### config.mk
export PLATFORM = sky130hd
export DESIGN_NAME = utf8_bmp_validate_decode_core_flat
export DESIGN_NICKNAME = d
export VERILOG_FILES = /design/src/rtl/core/utf8v_pkg.sv /design/src/rtl/core/utf8v_ifs.sv /design/src/rtl/core/utf8v_in_stage.sv /design/src/rtl/core/utf8v_decode.sv /design/src/rtl/core/utf8_bmp_validate_decode_core.sv /design/src/flat_wrapper.sv
export VERILOG_INCLUDE_DIRS = /design/src /design/src/rtl/core
export SDC_FILE = /design/constraint.sdc
export NUM_CORES = 1
export LEC_CHECK = 0
export BUFFER_PORTS_ARGS = -buffer_cell sky130_fd_sc_hd__buf_4
export CAP_MARGIN = 10
export CORE_ASPECT_RATIO = 1.1
export CORE_MARGIN = 2
export CORE_UTILIZATION = 40
export CTS_CLUSTER_DIAMETER = 150
export CTS_CLUSTER_SIZE = 24
export DETAILED_ROUTE_END_ITERATION = 8
export GPL_ROUTABILITY_DRIVEN = 0
export SYNTH_ARGS = -nofsm -noshare
export SYNTH_HDL_FRONTEND = slang
export SYNTH_SLANG_ARGS = --single-unit
### constraint.sdc
create_clock -name clk -period 3.2 [get_ports clk]
set_clock_uncertainty 0.1 [all_clocks]
set_input_delay 0.16 -clock clk [delete_from_list [all_inputs] [get_ports clk]]
set_output_delay 0.16 -clock clk [all_outputs]
set_load 0.01 [all_outputs]
### src/rtl/core/assert_macros.svh
// Assertion macros shared by the core RTL.
// Expects clk and arst_n in the scope of each use.
`ifndef ASSERT_MACROS_SVH
`define ASSERT_MACROS_SVH

// Check a condition at every clock edge outside reset.
`define UTF8V_ASSERT_ALWAYS(label, cond) \
	label: assert property (@(posedge clk) disable iff (!arst_n) (cond)) \
		else $error("assertion failed");

// Check a condition in the cycle after a trigger.
`define UTF8V_ASSERT_NEXT(label, trig, cond) \
	label: assert property (@(posedge clk) disable iff (!arst_n) (trig) |=> (cond)) \
		else $error("assertion failed");

// Check a condition in the same cycle as a trigger.
`define UTF8V_ASSERT_SAME(label, trig, cond) \
	label: assert property (@(posedge clk) disable iff (!arst_n) (trig) |-> (cond)) \
		else $error("assertion failed");

`endif

### src/rtl/core/utf8v_pkg.sv
// Shared types, constants and error codes of the UTF-8 BMP decoder.
// No dependencies.
package utf8v_pkg;

	localparam int unsigned CNT_W = 16;
	localparam int unsigned CP_W  = 16;
	localparam int unsigned ERR_W = 3;

	localparam logic [CNT_W-1:0] COUNT_MAX = 16'hFFFF;

	localparam logic [ERR_W-1:0] ERR_NONE      = 3'd0;
	localparam logic [ERR_W-1:0] ERR_NON_BMP   = 3'd1;
	localparam logic [ERR_W-1:0] ERR_STRAY     = 3'd2;
	localparam logic [ERR_W-1:0] ERR_BAD_CONT  = 3'd3;
	localparam logic [ERR_W-1:0] ERR_TRUNCATED = 3'd4;

	typedef struct packed {
		logic [7:0] data_byte;
		logic       end_of_string;
	} in_beat_t;

	typedef struct packed {
		logic             char_ready;
		logic [CP_W-1:0]  code_point;
		logic             string_done;
		logic [ERR_W-1:0] error_code;
		logic [CNT_W-1:0] octet_count;
		logic [CNT_W-1:0] char_count;
		logic             has_embedded_nul;
	} out_beat_t;

	function automatic logic [CNT_W-1:0] sat_inc(input logic [CNT_W-1:0] v);
		return (v == COUNT_MAX) ? v : v + CNT_W'(1);
	endfunction

endpackage

### src/rtl/core/utf8v_ifs.sv
// Valid/ready channel interfaces for the UTF-8 BMP decoder.
// Depends on nothing; payload fields carry their own widths.
interface utf8v_in_if;
	logic       valid;
	logic       ready;
	logic [7:0] data_byte;
	logic       end_of_string;

	modport source (output valid, output data_byte, output end_of_string, input ready);
	modport sink   (input valid, input data_byte, input end_of_string, output ready);
endinterface

interface utf8v_out_if;
	logic        valid;
	logic        ready;
	logic        char_ready;
	logic [15:0] code_point;
	logic        string_done;
	logic [2:0]  error_code;
	logic [15:0] octet_count;
	logic [15:0] char_count;
	logic        has_embedded_nul;

	modport source (output valid, output char_ready, output code_point,
		output string_done, output error_code, output octet_count,
		output char_count, output has_embedded_nul, input ready);
	modport sink   (input valid, input char_ready, input code_point,
		input string_done, input error_code, input octet_count,
		input char_count, input has_embedded_nul, output ready);
endinterface

interface utf8v_cfg_if;
	logic valid;
	logic ready;
	logic nul_terminated;

	modport source (output valid, output nul_terminated, input ready);
	modport sink   (input valid, input nul_terminated, output ready);
endinterface

### src/rtl/core/utf8v_in_stage.sv
// Input register stage: captures one byte beat and holds it until decoded.
// Depends on utf8v_pkg and utf8v_in_if.
module utf8v_in_stage (
	input  logic              clk,
	input  logic              arst_n,
	utf8v_in_if.sink          din,
	input  logic              advance,
	output logic              valid_s1,
	output utf8v_pkg::in_beat_t beat_s1
);
	import utf8v_pkg::*;

	assign din.ready = !valid_s1 || advance;

	always_ff @(posedge clk or negedge arst_n) begin
		if (!arst_n) begin
			valid_s1 <= 1'b0;
		end else if (din.ready) begin
			valid_s1 <= din.valid;
		end
	end

	always_ff @(posedge clk) begin
		if (din.valid && din.ready) begin
			beat_s1.data_byte     <= din.data_byte;
			beat_s1.end_of_string <= din.end_of_string;
		end
	end

endmodule

### src/rtl/core/utf8v_decode.sv
// Stream state and per-byte decode: lead/continuation checks, counters.
// Depends on utf8v_pkg and assert_macros.svh.
`include "assert_macros.svh"

module utf8v_decode (
	input  logic                 clk,
	input  logic                 arst_n,
	input  logic                 nul_terminated,
	input  logic                 step,
	input  utf8v_pkg::in_beat_t  beat,
	output utf8v_pkg::out_beat_t res
);
	import utf8v_pkg::*;

	logic [1:0]       pend_q, pend_d;
	logic [CP_W-1:0]  part_q, part_d;
	logic [CNT_W-1:0] octet_q, octet_d;
	logic [CNT_W-1:0] char_q, char_d;
	logic             nul_q, nul_d;

	logic [7:0] b;
	logic       last;
	logic       good;
	logic       done;

	assign b    = beat.data_byte;
	assign last = !nul_terminated && beat.end_of_string;
	assign good = (b[7:6] == 2'b10);

	always_comb begin
		pend_d  = pend_q;
		part_d  = part_q;
		octet_d = octet_q;
		char_d  = char_q;
		nul_d   = nul_q;
		res     = '0;
		res.error_code = ERR_NONE;
		done    = 1'b0;

		if (pend_q == 2'd0) begin
			priority if (nul_terminated && b == 8'h00) begin
				done = 1'b1;
			end else if (b[7:4] == 4'hF) begin
				res.error_code = ERR_NON_BMP;
				done = 1'b1;
			end else if (b[7:6] == 2'b10) begin
				res.error_code = ERR_STRAY;
				done = 1'b1;
			end else if (b[7:4] == 4'hE || b[7:5] == 3'b110) begin
				if (last) begin
					res.error_code = ERR_TRUNCATED;
					done = 1'b1;
				end else begin
					octet_d = sat_inc(octet_q);
					if (b[7:4] == 4'hE) begin
						part_d = {b[3:0], 12'h000};
						pend_d = 2'd2;
					end else begin
						part_d = {5'b0, b[4:0], 6'b0};
						pend_d = 2'd1;
					end
				end
			end else begin
				if (b == 8'h00) begin
					nul_d = 1'b1;
				end
				octet_d        = sat_inc(octet_q);
				char_d         = sat_inc(char_q);
				res.char_ready = 1'b1;
				res.code_point = {9'b0, b[6:0]};
				done           = last;
			end
		end else if (pend_q[1]) begin
			priority if (last) begin
				res.error_code = ERR_TRUNCATED;
				done = 1'b1;
			end else if (!good) begin
				res.error_code = ERR_BAD_CONT;
				done = 1'b1;
			end else begin
				octet_d = sat_inc(octet_q);
				part_d  = part_q | {4'b0, b[5:0], 6'b0};
				pend_d  = 2'd1;
			end
		end else begin
			if (!good) begin
				res.error_code = ERR_BAD_CONT;
				done = 1'b1;
			end else begin
				octet_d        = sat_inc(octet_q);
				char_d         = sat_inc(char_q);
				res.char_ready = 1'b1;
				res.code_point = part_q | {10'b0, b[5:0]};
				pend_d         = 2'd0;
				part_d         = '0;
				done           = last;
			end
		end

		res.string_done      = done;
		res.octet_count      = octet_d;
		res.char_count       = char_d;
		res.has_embedded_nul = nul_d;

		if (done) begin
			pend_d  = 2'd0;
			part_d  = '0;
			octet_d = '0;
			char_d  = '0;
			nul_d   = 1'b0;
		end
	end

	always_ff @(posedge clk or negedge arst_n) begin
		if (!arst_n) begin
			pend_q  <= 2'd0;
			part_q  <= '0;
			octet_q <= '0;
			char_q  <= '0;
			nul_q   <= 1'b0;
		end else if (step) begin
			pend_q  <= pend_d;
			part_q  <= part_d;
			octet_q <= octet_d;
			char_q  <= char_d;
			nul_q   <= nul_d;
		end
	end

	`UTF8V_ASSERT_ALWAYS(a_pend_range, pend_q != 2'd3)
	`UTF8V_ASSERT_NEXT(a_done_clears, step && res.string_done,
		pend_q == 2'd0 && octet_q == '0 && char_q == '0 && !nul_q)
	`UTF8V_ASSERT_SAME(a_error_ends, res.error_code != ERR_NONE,
		res.string_done && !res.char_ready)
	`UTF8V_ASSERT_ALWAYS(a_chars_le_octets, char_q <= octet_q)

endmodule

### src/rtl/core/utf8_bmp_validate_decode_core.sv
// Path: input register, combinational decode, then the output register.
// Throughput: one byte per cycle unless the output stalls; the output and input
// registers let a new byte enter while a finished result waits to be taken.
// Reset: arst_n clears stream state, counters, nul_terminated and both valid bits.
// Depends on utf8v_pkg, utf8v_ifs, utf8v_in_stage and utf8v_decode.
module utf8_bmp_validate_decode_core (
	input  logic         clk,
	input  logic         arst_n,
	utf8v_cfg_if.sink    cfg,
	utf8v_in_if.sink     din,
	utf8v_out_if.source  dout
);
	import utf8v_pkg::*;

	logic      nul_term_q;
	logic      valid_s1;
	in_beat_t  beat_s1;
	logic      advance;
	out_beat_t res;
	logic      valid_s2;
	out_beat_t beat_s2;

	assign cfg.ready = 1'b1;

	always_ff @(posedge clk or negedge arst_n) begin
		if (!arst_n) begin
			nul_term_q <= 1'b0;
		end else if (cfg.valid) begin
			nul_term_q <= cfg.nul_terminated;
		end
	end

	assign advance = valid_s1 && (!valid_s2 || dout.ready);

	utf8v_in_stage u_in_stage (
		.clk      (clk),
		.arst_n   (arst_n),
		.din      (din),
		.advance  (advance),
		.valid_s1 (valid_s1),
		.beat_s1  (beat_s1)
	);

	utf8v_decode u_decode (
		.clk            (clk),
		.arst_n         (arst_n),
		.nul_terminated (nul_term_q),
		.step           (advance),
		.beat           (beat_s1),
		.res            (res)
	);

	always_ff @(posedge clk or negedge arst_n) begin
		if (!arst_n) begin
			valid_s2 <= 1'b0;
		end else if (!valid_s2 || dout.ready) begin
			valid_s2 <= valid_s1;
		end
	end

	always_ff @(posedge clk) begin
		if (advance) begin
			beat_s2 <= res;
		end
	end

	assign dout.valid            = valid_s2;
	assign dout.char_ready       = beat_s2.char_ready;
	assign dout.code_point       = beat_s2.code_point;
	assign dout.string_done      = beat_s2.string_done;
	assign dout.error_code       = beat_s2.error_code;
	assign dout.octet_count      = beat_s2.octet_count;
	assign dout.char_count       = beat_s2.char_count;
	assign dout.has_embedded_nul = beat_s2.has_embedded_nul;

endmodule

### src/flat_wrapper.sv
// flat-port wrapper written by rule: the top's interface ports become plain ports
module utf8_bmp_validate_decode_core_flat import utf8v_pkg::*;
  (clk, arst_n, cfg_valid, cfg_nul_terminated, cfg_ready, din_valid, din_data_byte, din_end_of_string, din_ready, dout_valid, dout_char_ready, dout_code_point, dout_string_done, dout_error_code, dout_octet_count, dout_char_count, dout_has_embedded_nul, dout_ready);
  utf8v_cfg_if cfg_i ();
  utf8v_in_if din_i ();
  utf8v_out_if dout_i ();
  input  logic clk;
  input  logic arst_n;
  input wire logic [$bits(cfg_i.valid)-1:0] cfg_valid;
  input wire logic [$bits(cfg_i.nul_terminated)-1:0] cfg_nul_terminated;
  output wire logic [$bits(cfg_i.ready)-1:0] cfg_ready;
  input wire logic [$bits(din_i.valid)-1:0] din_valid;
  input wire logic [$bits(din_i.data_byte)-1:0] din_data_byte;
  input wire logic [$bits(din_i.end_of_string)-1:0] din_end_of_string;
  output wire logic [$bits(din_i.ready)-1:0] din_ready;
  output wire logic [$bits(dout_i.valid)-1:0] dout_valid;
  output wire logic [$bits(dout_i.char_ready)-1:0] dout_char_ready;
  output wire logic [$bits(dout_i.code_point)-1:0] dout_code_point;
  output wire logic [$bits(dout_i.string_done)-1:0] dout_string_done;
  output wire logic [$bits(dout_i.error_code)-1:0] dout_error_code;
  output wire logic [$bits(dout_i.octet_count)-1:0] dout_octet_count;
  output wire logic [$bits(dout_i.char_count)-1:0] dout_char_count;
  output wire logic [$bits(dout_i.has_embedded_nul)-1:0] dout_has_embedded_nul;
  input wire logic [$bits(dout_i.ready)-1:0] dout_ready;
  assign cfg_i.valid = cfg_valid;
  assign cfg_i.nul_terminated = cfg_nul_terminated;
  assign cfg_ready = cfg_i.ready;
  assign din_i.valid = din_valid;
  assign din_i.data_byte = din_data_byte;
  assign din_i.end_of_string = din_end_of_string;
  assign din_ready = din_i.ready;
  assign dout_valid = dout_i.valid;
  assign dout_char_ready = dout_i.char_ready;
  assign dout_code_point = dout_i.code_point;
  assign dout_string_done = dout_i.string_done;
  assign dout_error_code = dout_i.error_code;
  assign dout_octet_count = dout_i.octet_count;
  assign dout_char_count = dout_i.char_count;
  assign dout_has_embedded_nul = dout_i.has_embedded_nul;
  assign dout_i.ready = dout_ready;
  utf8_bmp_validate_decode_core u_core (.clk(clk), .arst_n(arst_n), .cfg(cfg_i), .din(din_i), .dout(dout_i));
endmodule
---- After elaboration in Yosys (flattened, before gate mapping) ----
Index checks and enable logic that the tools add are counted.
storage, ports and cells
  flip-flop bits (word level) ............. 117
  output and inout bits ................... 57
cells by class
  add/sub/neg operators ................... 2
  equal/unequal tests ..................... 12
  mux-type cells .......................... 77
  bitwise gates (word level) .............. 2
  reductions and logical operators ........ 16
operators by type and width
  cell                                                    count
  2-to-1 mux 16 bit                                       32
  2-to-1 mux 17 bit                                       7
  adder 16 x 1 -> 16 bit (second input constant)          2
  == test 16 bit (second input constant)                  2
  2-to-1 mux 2 bit                                        12
  2-to-1 mux 3 bit                                        8
  2-to-1 mux 1 bit                                        18
  bitwise OR 16 x 12 -> 16 bit                            1
  bitwise OR 16 x 6 -> 16 bit                             1
  inequality test 3 bit (second input constant)           4
  AND reduction 9 bit                                     1
  == test 4 bit (second input constant)                   2
  logical NOT 8 bit                                       1
  nonzero test 4 bit                                      2
  inequality test 3 x 2 -> 1 bit (second input constant)  2
  AND reduction 6 bit                                     1
  logical AND 1 bit                                       4
  == test 3 bit (second input constant)                   1
  logical NOT 1 bit                                       3
  logical OR 1 bit                                        3
  == test 2 bit (second input constant)                   1
  logical NOT 2 bit                                       1

---- Longest topological paths before layout ----
Gate-level depths: netlist (run 1).
  word-level depth ........................ 10
  depth in mapped cells ................... 9

---- By module ----
A second synthesis (run 1) with hierarchy kept.
second synthesis, totals
  cell total of the unflattened synthesis .. 521
  area total of the unflattened synthesis .. 5718.0 um2
by module, submodules not included
  module                         times used  cells each  area an instance (um2)  sequential area each (um2)
  utf8v_decode                   1           446         3677.3                  1126.1
  utf8_bmp_validate_decode_core  1           62          1716.6                  1671.6
  utf8v_in_stage                 1           13          324.1                   295.3

---- Worst setup path after synthesis (run 1) ----
OpenSTA, ideal clock, no wires.
  kind .................................... reg-to-reg
  start point ............................. reg u_core.valid_s2, in the netlist u_core.dout.valid
  end point ............................... reg u_core.beat_s2 (netlist bit u_core.dout.char_count[0]) (enable)
  data arrival time ....................... 2.650 ns
  required time ........................... 2.661 ns
  slack ................................... 0.011 ns
  stages on the path, launching flop included .. 6
  buffers on the path ..................... 2
  period minus slack after synthesis ...... 3.189 ns
  cells stage by stage .................... dfrtp_1 > nand2b_1 > nand2_1 > inv_1 > clkbuf_1 > clkbuf_1
between the ends
  cells in the longest elaborated chain, start to end .. 3
RTL lines
  item                    line                                 text
  start, declared         utf8_bmp_validate_decode_core.sv:20  logic valid_s2;
  start signal, assigned  utf8_bmp_validate_decode_core.sv:57  valid_s2 <= valid_s1;
  logical NOT 1 bit       utf8_bmp_validate_decode_core.sv:33  assign advance = valid_s1 && (!valid_s2 || dout.ready);
  logical OR 1 bit        utf8_bmp_validate_decode_core.sv:33
  logical AND 1 bit       utf8_bmp_validate_decode_core.sv:33
  via u_core.advance      utf8_bmp_validate_decode_core.sv:18  logic advance;
  end signal, assigned    utf8_bmp_validate_decode_core.sv:63  beat_s2 <= res;
  end, declared           utf8_bmp_validate_decode_core.sv:21  out_beat_t beat_s2;
The timed path passes the listed nets, and every way through them passes these cells.
A chain may end at the register's enable or synchronous reset.

---- Final worst setup path (run 1) ----
  start point ............................. reg, netlist name u_core.u_in_stage.beat_s1[8]
  end point ............................... reg u_core.u_decode.part_q[6]
between the ends
  cells in the longest elaborated chain, start to end .. 9
  elaborated cells between the ends (all ways) .. 33
  those cells by class .................... eq/ne: 10; mux: 17; reduce/logical: 6
RTL lines
  item                                                                       line                                    text
  == test 4 bit / == test 3 bit (equally long branches)                      utf8v_decode.sv:49, utf8v_decode.sv:55
  logical OR 1 bit / 2-to-1 mux 16 bit (equally long branches)               utf8v_decode.sv:49, utf8v_decode.sv:55
  2-to-1 mux 1 bit / 2-to-1 mux 16 bit (equally long branches)               utf8v_decode.sv:49, utf8v_decode.sv:50
  2-to-1 mux 1 bit / 2-to-1 mux 16 bit (equally long branches)               utf8v_decode.sv:46, utf8v_decode.sv:49
  2-to-1 mux 1 bit / 2-to-1 mux 16 bit (equally long branches)               utf8v_decode.sv:43, utf8v_decode.sv:46
  2-to-1 mux 1 bit / 2-to-1 mux 16 bit (equally long branches)               utf8v_decode.sv:41, utf8v_decode.sv:43
  2-to-1 mux 1 bit / 2-to-1 mux 16 bit (equally long branches)               utf8v_decode.sv:40, utf8v_decode.sv:41
  inequality test 3 x 2 -> 1 bit (no line), or another cell as far along     -
  AND reduction 9 bit (no line) / 2-to-1 mux 16 bit (equally long branches)  -
  end signal, assigned                                                       utf8v_decode.sv:123                     part_q <= part_d;
  end, declared                                                              utf8v_decode.sv:16                      logic [CP_W-1:0] part_q, part_d;
Parallel ways exist; a longest one is shown, timed or not. The select of a mux whose other input is x is not followed.

==> parameters.txt, run 1 <==
Parameter                              Value

Synth
  Synthesis-stage register bit count ... 111
  Post-synthesis sequential area ratio ... 58.6%
  EDFF count, synth ... 63
  Share of the synthesized area in the top cell type ... 35.8%
  Net count of the mapped netlist ... 491
  Syn avg cell area ... 11.1 um^2
  Most instantiated library cell after synthesis ... sky130_fd_sc_hd__edfxtp_1
  Top post-synthesis cells by count ... 63 x sky130_fd_sc_hd__edfxtp_1, 48 x sky130_fd_sc_hd__dfrtp_1, 46 x sky130_fd_sc_hd__nand2_1, 38 x sky130_fd_sc_hd__nor2_1, 25 x sky130_fd_sc_hd__a21oi_1
  YS warnings ... 0
  Number of distinct library cells after synthesis ... 70
  Primary flip-flop cell chosen by synthesis mapping ... sky130_fd_sc_hd__edfxtp_1
  Share of async-settable or async-resettable flops after synthesis ... 43.2%
  Most area-consuming cells after synthesis ... sky130_fd_sc_hd__edfxtp_1 36%, sky130_fd_sc_hd__dfrtp_1 23%, sky130_fd_sc_hd__nand2_1 3.3%
  Cell area after technology mapping ... 5280 um^2
  Mapped Cells ... 474
  Leading area contributor after synthesis ... sky130_fd_sc_hd__edfxtp_1

Clock network
  CTS tree ... built
  Clock H-tree levels ... 3
  CTS sink count ... 111
  Count of instances resized after the clock tree is built ... 0
  Clock tree buffer depth ... 2
  Number of buffers created by CTS ... 9
  Worst-skew pair later-pin latency ... 0.35 ns
  Clock root buffer master ... sky130_fd_sc_hd__clkbuf_16
  Reg clk slew, reported paths ... 0.08 ns

Timing
  Number of max-slew violations in the final report ... 0
  Worst setup slack after layout ... 0.444 ns
  Period minus WS final ... 2.76 ns
  Final setup vio count ... 0
  Hold violation count in the final report ... 0
  Setup total negative slack ... 0 ns
  Final cycle utilization of the critical path ... 86.1%
  RSZ-0062 raised after global routing ... no
  Maximum clock frequency ... 363 MHz
  Worst slew margin relative to its limit ... 55.1%
  Transition time of the tightest slew-check pin ... 0.667 ns

Worst setup path
  Critical path capture point type ... flip-flop
  Critical setup path kind ... flip-flop to flip-flop
  Origin of the critical flop-to-flop path ... u_core.u_in_stage.beat_s1[8]
  Worst reg2reg path depth ... 7
  Critical Path, Cell by Cell ... nor4_2 > nand3_2 > a31o_2 > buf_4 > nand2_1 > nand2_1 > a22o_1
  Largest delay share family, worst path ... simple AND/OR/NAND/NOR gates
  Largest fanout on the critical path ... 13
  Critical path required time ... 3.34 ns
  Startpoint type of the worst setup path ... flip-flop
  Worst path slowest cell ... sky130_fd_sc_hd__edfxtp_1
  Maximum cell stage delay along the critical path ... 0.61 ns
  R2R setup slack ... 0.44 ns
  Cell repeated most along the worst path ... sky130_fd_sc_hd__nand2_1
  Critical path buffers and inverters ... 1
  CP Data Arrival Time ... 2.90 ns
  Destination of the worst register-to-register timing path ... u_core.u_decode.part_q[6]

Final layout
  Layout cell share with drive strength beyond 1 ... 21.9%
  Area added between synthesis and finish ... 21.7%
  Final Non-Filler Cells ... 722
  Filler cell count in the final layout ... 1149
  Net total in the final layout ... 573
  Ant. Diodes ... 0
  Final instance area ... 6420 um^2

Floorplan
  Effective utilization at floorplan ... 40.5%
  Die Ht ... 125 um
  Die width ... 114 um
  Number of primary I/O pins ... 72
  Core box area ... 13000 um^2
  Number of rows in the core area ... 44
  Die Area ... 14100 um^2

Placed design
  HPWL after detailed placement ... 8020 um
  Port Buffer Count ... 70
  Instance area after placement ... 5980 um^2
  Pre-CTS setup slack ... 0.511 ns
  Total instance count after detailed placement ... 692

Detailed routing
  Vias/cell ... 5.57
  DRC errors left ... 0
  DR WL/cell ... 16.1 um
  Top routing layer in use ... met4
  Routed metal-1 wire length ... 5360 um
  Via count of the routed design ... 4022
  First-pass iteration count of the detailed router ... 5
  Iteration-0 DRC Markers ... 304
  Routed length on met3 ... 501 um
  Length of routed met2 wiring ... 5610 um
  WL final ... 11600 um
  Number of antenna-violating nets in the routed design ... 0

Power and ir drop
  Pwr dens ... 550 nW/um^2
  P_leak ... 2.51 nW
  Maximum vdd drop ... 255 uV

Global route
  Global-route wire length before repair ... 19400 um
  Overall fraction of global-route tracks in use ... 17.1%
  Pin count of the biggest net entering global routing ... 53
  Number of global-route vias before repair ... 3808
  Aggregate global routing overflow ... 0
  Antenna violations before repair ... 0

Run status
  Outcome ... finished, final reports clean

Min path
  Path class of the lowest-slack min-delay path ... input port to asynchronous set/reset pin

Job
  Max-capacitance violation count ... 0
## cells in the final DEF, fill, tap and decap left out, drive strengths merged, types with 10 or more instances in the layout
master / synthesis / routed
edfxtp: 63 / 63
and2: 15 / 15
xnor2: 17 / 17
dfrtp: 48 / 48
nand2: 46 / 46
nor2: 40 / 40
nand4: 10 / 10
dlygate4sd3: 0 / 14
a22o: 12 / 12
nor3: 11 / 11
o21ai: 24 / 24
nand3: 18 / 18
a31oi: 16 / 16
buf: 8 / 78
a21oi: 26 / 26
inv: 17 / 21
## metrics by stage
stage | utilization (%) | total power [mW] | hold slack, ns
after global placement | 45.9 | 2.44 | 0.140
after detailed placement | 45.9 | 2.45 | 0.146
after global routing | 49.2 | 3.70 | 0.369
after floorplan | - | 2.18 | -0.236
final | 49.2 | 3.53 | 0.292
after CTS | 49.2 | 3.57 | 0.322
## flip-flops by register name, summed over array words and instances (netlist names)
name	cells
u_core.dout.has_embedded_nul	1
u_core.dout.char_ready	1
u_core.u_in_stage.valid_s1	1
u_core.dout.code_point	16
u_core.u_decode.part_q	10
u_core.dout.char_count	16
u_core.nul_term_q	1
u_core.u_in_stage.beat_s1	9
u_core.dout.string_done	1
u_core.dout.error_code	3
u_core.u_decode.char_q	16
u_core.u_decode.octet_q	16
u_core.u_decode.pend_q	2
u_core.u_decode.nul_q	1
u_core.dout.valid	1
u_core.dout.octet_count	16
## metal layers
metal / GRT usage [%] / vias up
met5: 0 / -
met4: 5.67 / 0
met3: 2.58 / 11
met2: 26.5 / 113
met1: 24.6 / 1970
li1: - / 1928
## how the worst max path moves through the flow
stage / startpoint / to / slack, ns / depth (start not counted)
finish: u_core.u_in_stage.beat_s1[8] / u_core.u_decode.part_q[6] / 0.44 / 7
global route: u_core.u_in_stage.beat_s1[8] / u_core.u_decode.char_q[4] / 0.32 / 6
CTS: u_core.u_in_stage.beat_s1[8] / u_core.u_decode.part_q[6] / 0.49 / 7
detailed placement: u_core.u_in_stage.beat_s1[8] / u_core.u_decode.part_q[14] / 0.51 / 7
global placement: u_core.u_in_stage.beat_s1[8] / u_core.u_decode.part_q[7] / 0.62 / 7
floorplan: u_core.dout.valid / u_core.dout.char_count[0] / 0.01 / 5
## report_power, final
part           total (mW)  leakage, nW  internal, mW  switching, mW
clock network        1.10        0.143         0.553          0.551
logic               0.668         1.09         0.275          0.392
registers            1.76         1.28          1.67         0.0923
total                3.53         2.51          2.49           1.04
## logic make-up after synthesis
kind of cell    Yosys count  synth area share [%]
xor+xnor                 20                  3.32
flops                   111                  58.6
compound gates          118                  16.0
fa+ha+maj                 2                 0.474
mux                       2                 0.403
other cells               1                0.0710
simple gates            182                  18.1
buf+inv                  38                  3.08
## timing repair
item,4_1_cts,5_1_grt
hold endpoints to repair,60,0
hold buffers,14,0
buffers inserted,0,0
## final cells by class
type	instances	area (um^2)	area share, %
Clock buffer	9	225	3.51
Clock inverter	7	75.1	1.17
Inverter	17	66.3	1.03
Multi-Input combinational cell	325	2030	31.5
Sequential cell	111	3090	48.1
Tap cell	161	201	3.14
Timing Repair Buffer	92	738	11.5
## worst register-to-register path, stage by stage, from the launching register on
cell	delay, ns
sky130_fd_sc_hd__edfxtp_1	0.61
sky130_fd_sc_hd__nor4_2	0.54
sky130_fd_sc_hd__nand3_2	0.27
sky130_fd_sc_hd__a31o_2	0.35
sky130_fd_sc_hd__buf_4	0.20
sky130_fd_sc_hd__nand2_1	0.10
sky130_fd_sc_hd__nand2_1	0.19
sky130_fd_sc_hd__a22o_1	0.30
Note: power is estimated with default switching activity, not from simulation.
==> inputs of run 2 (changes only) <==
==> constraint.sdc (replaced) <==
create_clock -name clk -period 2.2 [get_ports clk]
set_clock_uncertainty 0.1 [all_clocks]
set_input_delay 0.11 -clock clk [delete_from_list [all_inputs] [get_ports clk]]
set_output_delay 0.11 -clock clk [all_outputs]
set_load 0.01 [all_outputs]
==> parameters.txt, run 2 (synthesized netlist as in run 1, its figures left out) <==
Parameter                              Value

Clock network
  CTS sink count ... 111 (unchanged)
  Clock H-tree levels ... 3 (unchanged)
  CTS tree ... built
  Clock tree buffer depth ... 2 (unchanged)
  Reg clk slew, reported paths ... 0.07 ns (about the same)
  Number of buffers created by CTS ... 9 (unchanged)
  Worst-skew pair later-pin latency ... 0.35 ns (about the same)
  Clock root buffer master ... sky130_fd_sc_hd__clkbuf_16

Worst setup path
  CP Data Arrival Time ... 2.22 ns (-0.68 ns)
  Startpoint type of the worst setup path ... flip-flop
  Largest fanout on the critical path ... 8 (-5)
  Critical path required time ... 2.20 ns (-1.14 ns)
  Critical path capture point type ... flip-flop
  Critical setup path kind ... flip-flop to flip-flop

Timing
  Worst setup slack after layout ... -0.0173 ns (-0.461 ns)
  Number of max-slew violations in the final report ... 0 (unchanged)
  Minimum hold slack ... 0.253 ns (-0.0392 ns)
  RSZ-0062 raised after global routing ... yes
  Maximum clock frequency ... 451 MHz (+24%)
  Setup total negative slack ... -0.0173 ns (-0.0173 ns)
  Worst slew margin relative to its limit ... 55.4% (+0.28 points)
  Hold violation count in the final report ... 0 (unchanged)
  Transition time of the tightest slew-check pin ... 0.669 ns (+0.00190 ns)
  Final cycle utilization of the critical path ... 101% (+15 points)
  Final setup vio count ... 1 (+1)
  Period minus WS final ... 2.22 ns (-0.539 ns)

Power and ir drop
  Maximum vdd drop ... 437 uV (+71%)
  Pwr dens ... 777 nW/um^2 (+41%)
  P_leak ... 2.94 nW (+17%)
  Overall Power ... 5.64 mW (+60%)

Global route
  Aggregate global routing overflow ... 0 (unchanged)
  Antenna violations before repair ... 0 (unchanged)
  Global-route wire length before repair ... 21100 um (+8.6%)
  Number of global-route vias before repair ... 4280 (+12%)
  Pin count of the biggest net entering global routing ... 73 (+38%)
  Overall fraction of global-route tracks in use ... 18.6% (+1.5 points)

Floorplan
  Number of primary I/O pins ... 72 (unchanged)
  Die Area ... 14100 um^2 (unchanged)
  Effective utilization at floorplan ... 40.5% (unchanged)
  Core box area ... 13000 um^2 (unchanged)
  Number of rows in the core area ... 44 (unchanged)
  Die Ht ... 125 um (unchanged)
  Die width ... 114 um (unchanged)

Job
  Max-capacitance violation count ... 0 (unchanged)

Detailed routing
  Number of antenna-violating nets in the routed design ... 0 (unchanged)
  WL final ... 12800 um (+9.5%)
  DRC errors left ... 0 (unchanged)
  Via count of the routed design ... 4242 (+5.5%)
  Vias/cell ... 5.32 (-4.6%)
  DR WL/cell ... 16.0 um (-0.89%)
  First-pass iteration count of the detailed router ... 4 (-1)
  Iteration-0 DRC Markers ... 220 (-28%)

Final layout
  Final instance area ... 7260 um^2 (+13%)
  Utilization after layout ... 55.6% (+6.4 points)
  Final Non-Filler Cells ... 798 (+11%)
  Ant. Diodes ... 0 (unchanged)
  Filler cell count in the final layout ... 1126 (-2.0%)
  Area added between synthesis and finish ... 37.4%
  Most common cell after layout, fill and taps aside ... sky130_fd_sc_hd__buf_4
  Leading cell types in the layout, fill and taps excluded ... 145 x sky130_fd_sc_hd__buf_4, 63 x sky130_fd_sc_hd__edfxtp_1, 48 x sky130_fd_sc_hd__dfrtp_1, 39 x sky130_fd_sc_hd__nand2_1, 33 x sky130_fd_sc_hd__nor2_1
  Net total in the final layout ... 649 (+13%)
  Layout cell share with drive strength beyond 1 ... 35.6% (+14 points)

Placed design
  Pre-CTS setup slack ... -0.146 ns (-0.658 ns)
  HPWL after detailed placement ... 8760 um (+9.2%)
  Instance area after placement ... 6500 um^2 (+8.7%)
  Port Buffer Count ... 70 (unchanged)
  Total instance count after detailed placement ... 759 (+9.7%)

Min path
  Path class of the lowest-slack min-delay path ... input port to asynchronous set/reset pin

Run status
  Outcome ... complete, but fails checks
  Violations in the final reports ... negative setup slack
## run 2: changes by cell type in the layout (fill, tap and decap cells not counted), moves of 4 or more
cell                      before  now
sky130_fd_sc_hd__buf_4        77  145
sky130_fd_sc_hd__nand2_1      46   39
sky130_fd_sc_hd__buf_6         0    6
sky130_fd_sc_hd__nand2_2       0    6
sky130_fd_sc_hd__nor2_1       38   33
sky130_fd_sc_hd__nor3_1       11    7
sky130_fd_sc_hd__o21ai_0      22   18
## run 2: critical path: stages (launching register included)
cell and delay [ns]:
sky130_fd_sc_hd__edfxtp_1 0.44, sky130_fd_sc_hd__a21bo_2 0.29, sky130_fd_sc_hd__a21oi_4 0.22, sky130_fd_sc_hd__a31oi_4 0.18, sky130_fd_sc_hd__or4_4 0.59, sky130_fd_sc_hd__xnor2_1 0.15
## run 2: where the power goes
part | internal, mW | switching, mW | leakage (nW)
logic | 0.621 | 0.708 | 1.50
registers | 2.42 | 0.0963 | 1.28
clock network | 1.04 | 0.754 | 0.159
## run 2: area by class of cell
cell class | count | area, um^2 | area share, %
well taps | 161 | 201 | 2.78
repair buffers | 168 | 1350 | 18.6
flip-flops and latches | 111 | 3090 | 42.6
multi-input cells | 325 | 2220 | 30.6
inverters | 17 | 66.3 | 0.914
clock inverters | 6 | 90.1 | 1.24
clock buffers | 10 | 239 | 3.29
## run 2: path summary, 6_finish.rpt
kind                                                   start                           end  slack (ns)  depth (start not counted)
worst max-delay path            u_core.u_in_stage.beat_s1[7]    u_core.dout.octet_count[7]       -0.02                          5
worst min-delay path                                  arst_n     u_core.u_decode.pend_q[1]        0.25                          2
worst max register to register  u_core.u_in_stage.beat_s1[7]    u_core.dout.octet_count[7]       -0.02                          5
worst min register to register    u_core.u_in_stage.valid_s1             u_core.dout.valid        0.40                          1
max in group asynchronous                             arst_n     u_core.u_decode.char_q[4]        1.30                          2
min in group clk                            din_data_byte[5]  u_core.u_in_stage.beat_s1[6]        0.37                          2
## run 2: repair_timing
| item | CTS | global route |
|---|---|---|
| hold buffers | 15 | 0 |
| hold endpoints to repair | 60 | 0 |
| setup endpoints to repair | 30 | 63 |
| gates resized for setup | 11 | 38 |
| buffers inserted | 5 | 7 |
| pin swaps | 4 | 17 |
## run 2: per-layer routing
metal  vias to the layer above  wire [um]  global-route usage, %  share of wire [%]
met3                        12        477                   3.89                3.7
li1                       2065          -                      -                  -
met2                        90       6400                   30.5                 50
met1                      2075       5710                   24.5                 45
met4                         0        164                   6.17                1.3
met5                         -          0                      0                  0
==> inputs of run 3 (changes only) <==
--- a/config.mk
+++ b/config.mk
@@ -6,6 +6,7 @@
 export SDC_FILE = /design/constraint.sdc
 export NUM_CORES = 1
 export LEC_CHECK = 0
+export ABC_AREA = 1
 export BUFFER_PORTS_ARGS = -buffer_cell sky130_fd_sc_hd__buf_4
 export CAP_MARGIN = 10
 export CORE_ASPECT_RATIO = 1.1
==> parameters.txt, run 3 <==
Parameter                              Value

Run status
  Outcome ... finished, final reports clean

Worst setup path
  Destination of the worst register-to-register timing path ... u_core.dout.octet_count[0]
  Origin of the critical flop-to-flop path ... u_core.u_in_stage.beat_s1[7]
  Critical path buffers and inverters ... 3 (+3)
  Startpoint type of the worst setup path ... flip-flop
  Largest delay share family, worst path ... simple AND/OR/NAND/NOR gates
  CP Data Arrival Time ... 2.10 ns (-0.12 ns)
  Critical setup path kind ... flip-flop to flip-flop
  Worst path slowest cell ... sky130_fd_sc_hd__edfxtp_1
  Worst reg2reg path depth ... 10 (+5)
  Largest fanout on the critical path ... 13 (+5)
  Maximum cell stage delay along the critical path ... 0.45 ns (-0.14 ns)
  R2R setup slack ... 0.11 ns (+0.12 ns)
  Critical path required time ... 2.21 ns (about the same)
  Critical path capture point type ... flip-flop
  Critical Path, Cell by Cell ... buf_4 > nor2_4 > inv_2 > nor2_4 > inv_2 > nand2_4 > nand2_1 > nand2_1 > nand3_1 > and2_1

Global route
  Pin count of the biggest net entering global routing ... 49 (-33%)
  Aggregate global routing overflow ... 0 (unchanged)
  Antenna violations before repair ... 0 (unchanged)
  Overall fraction of global-route tracks in use ... 18.9% (+0.36 points)
  Number of global-route vias before repair ... 4851 (+13%)
  Global-route wire length before repair ... 24100 um (+15%)

Synth
  Synthesis-stage register bit count ... 111 (unchanged)
  Share of the synthesized area in the top cell type ... 31.7% (-4.1 points)
  Primary flip-flop cell chosen by synthesis mapping ... sky130_fd_sc_hd__edfxtp_1
  Post-synthesis sequential area ratio ... 51.8% (-6.8 points)
  Share of async-settable or async-resettable flops after synthesis ... 43.2% (unchanged)
  EDFF count, synth ... 63 (unchanged)
  Net count of the mapped netlist ... 731 (+49%)
  Leading area contributor after synthesis ... sky130_fd_sc_hd__edfxtp_1
  Most area-consuming cells after synthesis ... sky130_fd_sc_hd__edfxtp_1 32%, sky130_fd_sc_hd__dfrtp_1 20%, sky130_fd_sc_hd__nand2_1 15%
  Most instantiated library cell after synthesis ... sky130_fd_sc_hd__nand2_1
  Top post-synthesis cells by count ... 238 x sky130_fd_sc_hd__nand2_1, 75 x sky130_fd_sc_hd__inv_1, 63 x sky130_fd_sc_hd__edfxtp_1, 52 x sky130_fd_sc_hd__nand3_1, 48 x sky130_fd_sc_hd__dfrtp_1
  YS warnings ... 0 (unchanged)
  Syn avg cell area ... 8.37 um^2 (-25%)
  Cell area after technology mapping ... 5970 um^2 (+13%)
  Number of distinct library cells after synthesis ... 43 (-39%)
  Mapped Cells ... 714 (+51%)

Detailed routing
  DR WL/cell ... 14.7 um (-7.9%)
  First-pass iteration count of the detailed router ... 4 (unchanged)
  DRC errors left ... 0 (unchanged)
  Number of antenna-violating nets in the routed design ... 0 (unchanged)
  Vias/cell ... 5.07 (-4.6%)
  WL final ... 14800 um (+16%)
  Iteration-0 DRC Markers ... 305 (+39%)
  Via count of the routed design ... 5081 (+20%)

Timing
  Hold violation count in the final report ... 0 (unchanged)
  Setup total negative slack ... 0 ns (+0.0173 ns)
  Maximum clock frequency ... 477 MHz (+5.9%)
  Minimum hold slack ... 0.231 ns (-0.0220 ns)
  Final cycle utilization of the critical path ... 95.2% (-5.6 points)
  Transition time of the tightest slew-check pin ... 0.670 ns (+0.000533 ns)
  Number of max-slew violations in the final report ... 0 (unchanged)
  Worst slew margin relative to its limit ... 55.4% (about the same)
  Final setup vio count ... 0 (-1)
  Period minus WS final ... 2.09 ns (-0.123 ns)

Final layout
  Filler cell count in the final layout ... 1404 (+25%)
  Multi-input logic area ... 2470 um^2 (+11%)
  Final Non-Filler Cells ... 1002 (+26%)
  Utilization after layout ... 49.7% (-5.9 points)
  Most common cell after layout, fill and taps aside ... sky130_fd_sc_hd__nand2_1
  Area added between synthesis and finish ... 20.8%
  Layout cell share with drive strength beyond 1 ... 19.8% (-16 points)
  Ant. Diodes ... 0 (unchanged)
  Net total in the final layout ... 822 (+27%)
  Leading cell types in the layout, fill and taps excluded ... 238 x sky130_fd_sc_hd__nand2_1, 82 x sky130_fd_sc_hd__buf_4, 73 x sky130_fd_sc_hd__inv_1, 63 x sky130_fd_sc_hd__edfxtp_1, 51 x sky130_fd_sc_hd__nand3_1
  Final instance area ... 7210 um^2 (-0.60%)
  Register cell area after layout ... 3090 um^2 (about the same)

Placed design
  Total instance count after detailed placement ... 968 (+28%)
  Port Buffer Count ... 70 (unchanged)
  Instance area after placement ... 6690 um^2 (+2.9%)
  HPWL after detailed placement ... 10300 um (+18%)

Floorplan
  Number of primary I/O pins ... 72 (unchanged)
  Die Ht ... 132 um (+6.1%)
  Effective utilization at floorplan ... 41.2% (+0.71 points)
  Die Area ... 15900 um^2 (+13%)
  Number of rows in the core area ... 46 (+4.5%)
  Core box area ... 14500 um^2 (+11%)
  Die width ... 121 um (+6.1%)

Job
  Max-capacitance violation count ... 0 (unchanged)

Power and ir drop
  P_leak ... 3.29 nW (+12%)
  Pwr dens ... 929 nW/um^2 (+20%)
  Maximum vdd drop ... 370 uV (-15%)

Min path
  Path class of the lowest-slack min-delay path ... input port to asynchronous set/reset pin

Clock network
  Number of buffers created by CTS ... 9 (unchanged)
  Worst-skew pair later-pin latency ... 0.35 ns (about the same)
  Clock tree buffer depth ... 2 (unchanged)
  Clock H-tree levels ... 3 (unchanged)
  CTS sink count ... 111 (unchanged)
  CTS tree ... built
  Reg clk slew, reported paths ... 0.07 ns (about the same)
  Clock root buffer master ... sky130_fd_sc_hd__clkbuf_16
run 3: cell types whose count changed in the layout (fill, tap and decap cells not counted), sizes merged, moves of 6 or more:
cell,previous run,this run
a31oi,16,0
inv,19,88
and2,15,2
nand2,46,249
nand3,18,58
xnor2,17,2
a22o,12,0
nand2b,8,0
nor2,40,59
buf,153,82
nor4,9,0
nand4,10,16
o21ai,24,56
run 3: power by group:
group          switching, mW  internal [mW]
clock                  0.726          0.948
combinational           1.41          0.744
sequential             0.237           2.63
total                   2.38           4.32
run 3: what timing repair did:
action / 4_1_cts / 5_1_grt
setup endpoints to repair: 0 / 24
hold buffers: 15 / 0
resized for setup: 0 / 9
buffers inserted: 0 / 3
hold endpoints to repair: 60 / 0
run 3: cell type report:
cell class / count / share of cell area [%]
Multi-Input combinational cell: 498 / 34.2
Sequential cell: 111 / 42.9
Inverter: 88 / 4.65
Clock buffer: 12 / 3.56
Clock inverter: 4 / 0.746
Tap cell: 192 / 3.33
Timing Repair Buffer: 97 / 10.6
run 3: per-layer routing:
layer	vias up	share of wire (%)	GRT usage (%)	wire length, um
li1	2518	-	-	-
met4	0	2.3	7.88	338
met1	2375	44	24.1	6500
met2	162	49	32.0	7250
met3	26	4.5	2.81	657
met5	-	0	0	0
run 3: worst max-delay path by stage:
stage,from,endpoint,slack (ns),cells after the start
after floorplan,u_core.dout.valid,u_core.dout.char_count[0],0.03,4
after global placement,u_core.u_in_stage.beat_s1[7],u_core.dout.octet_count[0],0.12,7
after global routing,u_core.u_in_stage.beat_s1[7],u_core.dout.octet_count[0],-0.01,10
final,u_core.u_in_stage.beat_s1[7],u_core.dout.octet_count[0],0.11,10
after CTS,u_core.u_decode.octet_q[1],u_core.u_decode.octet_q[9],0.07,11
after detailed placement,u_core.u_decode.octet_q[1],u_core.u_decode.octet_q[9],0.12,11
run 3: cells by family after synthesis:
logic type	Yosys count	share of synthesized area, %
AO/OA/AOI/OAI	92	8.90
XOR/XNOR	6	0.880
AND/OR/NAND/NOR	397	30.5
other	1	0.0628
buffers and inverters	105	7.46
adder cells (fa/ha/maj)	2	0.419
flip-flops	111	51.8
run 3: per-stage QoR:
stage | total power, mW | worst slack (ns)
after floorplan | 4.25 | 0.0291
after global placement | 4.97 | 0.120
after detailed placement | 5.00 | 0.119
after CTS | 6.71 | 0.0664
after global routing | 7.07 | -0.0134
final | 6.70 | 0.105
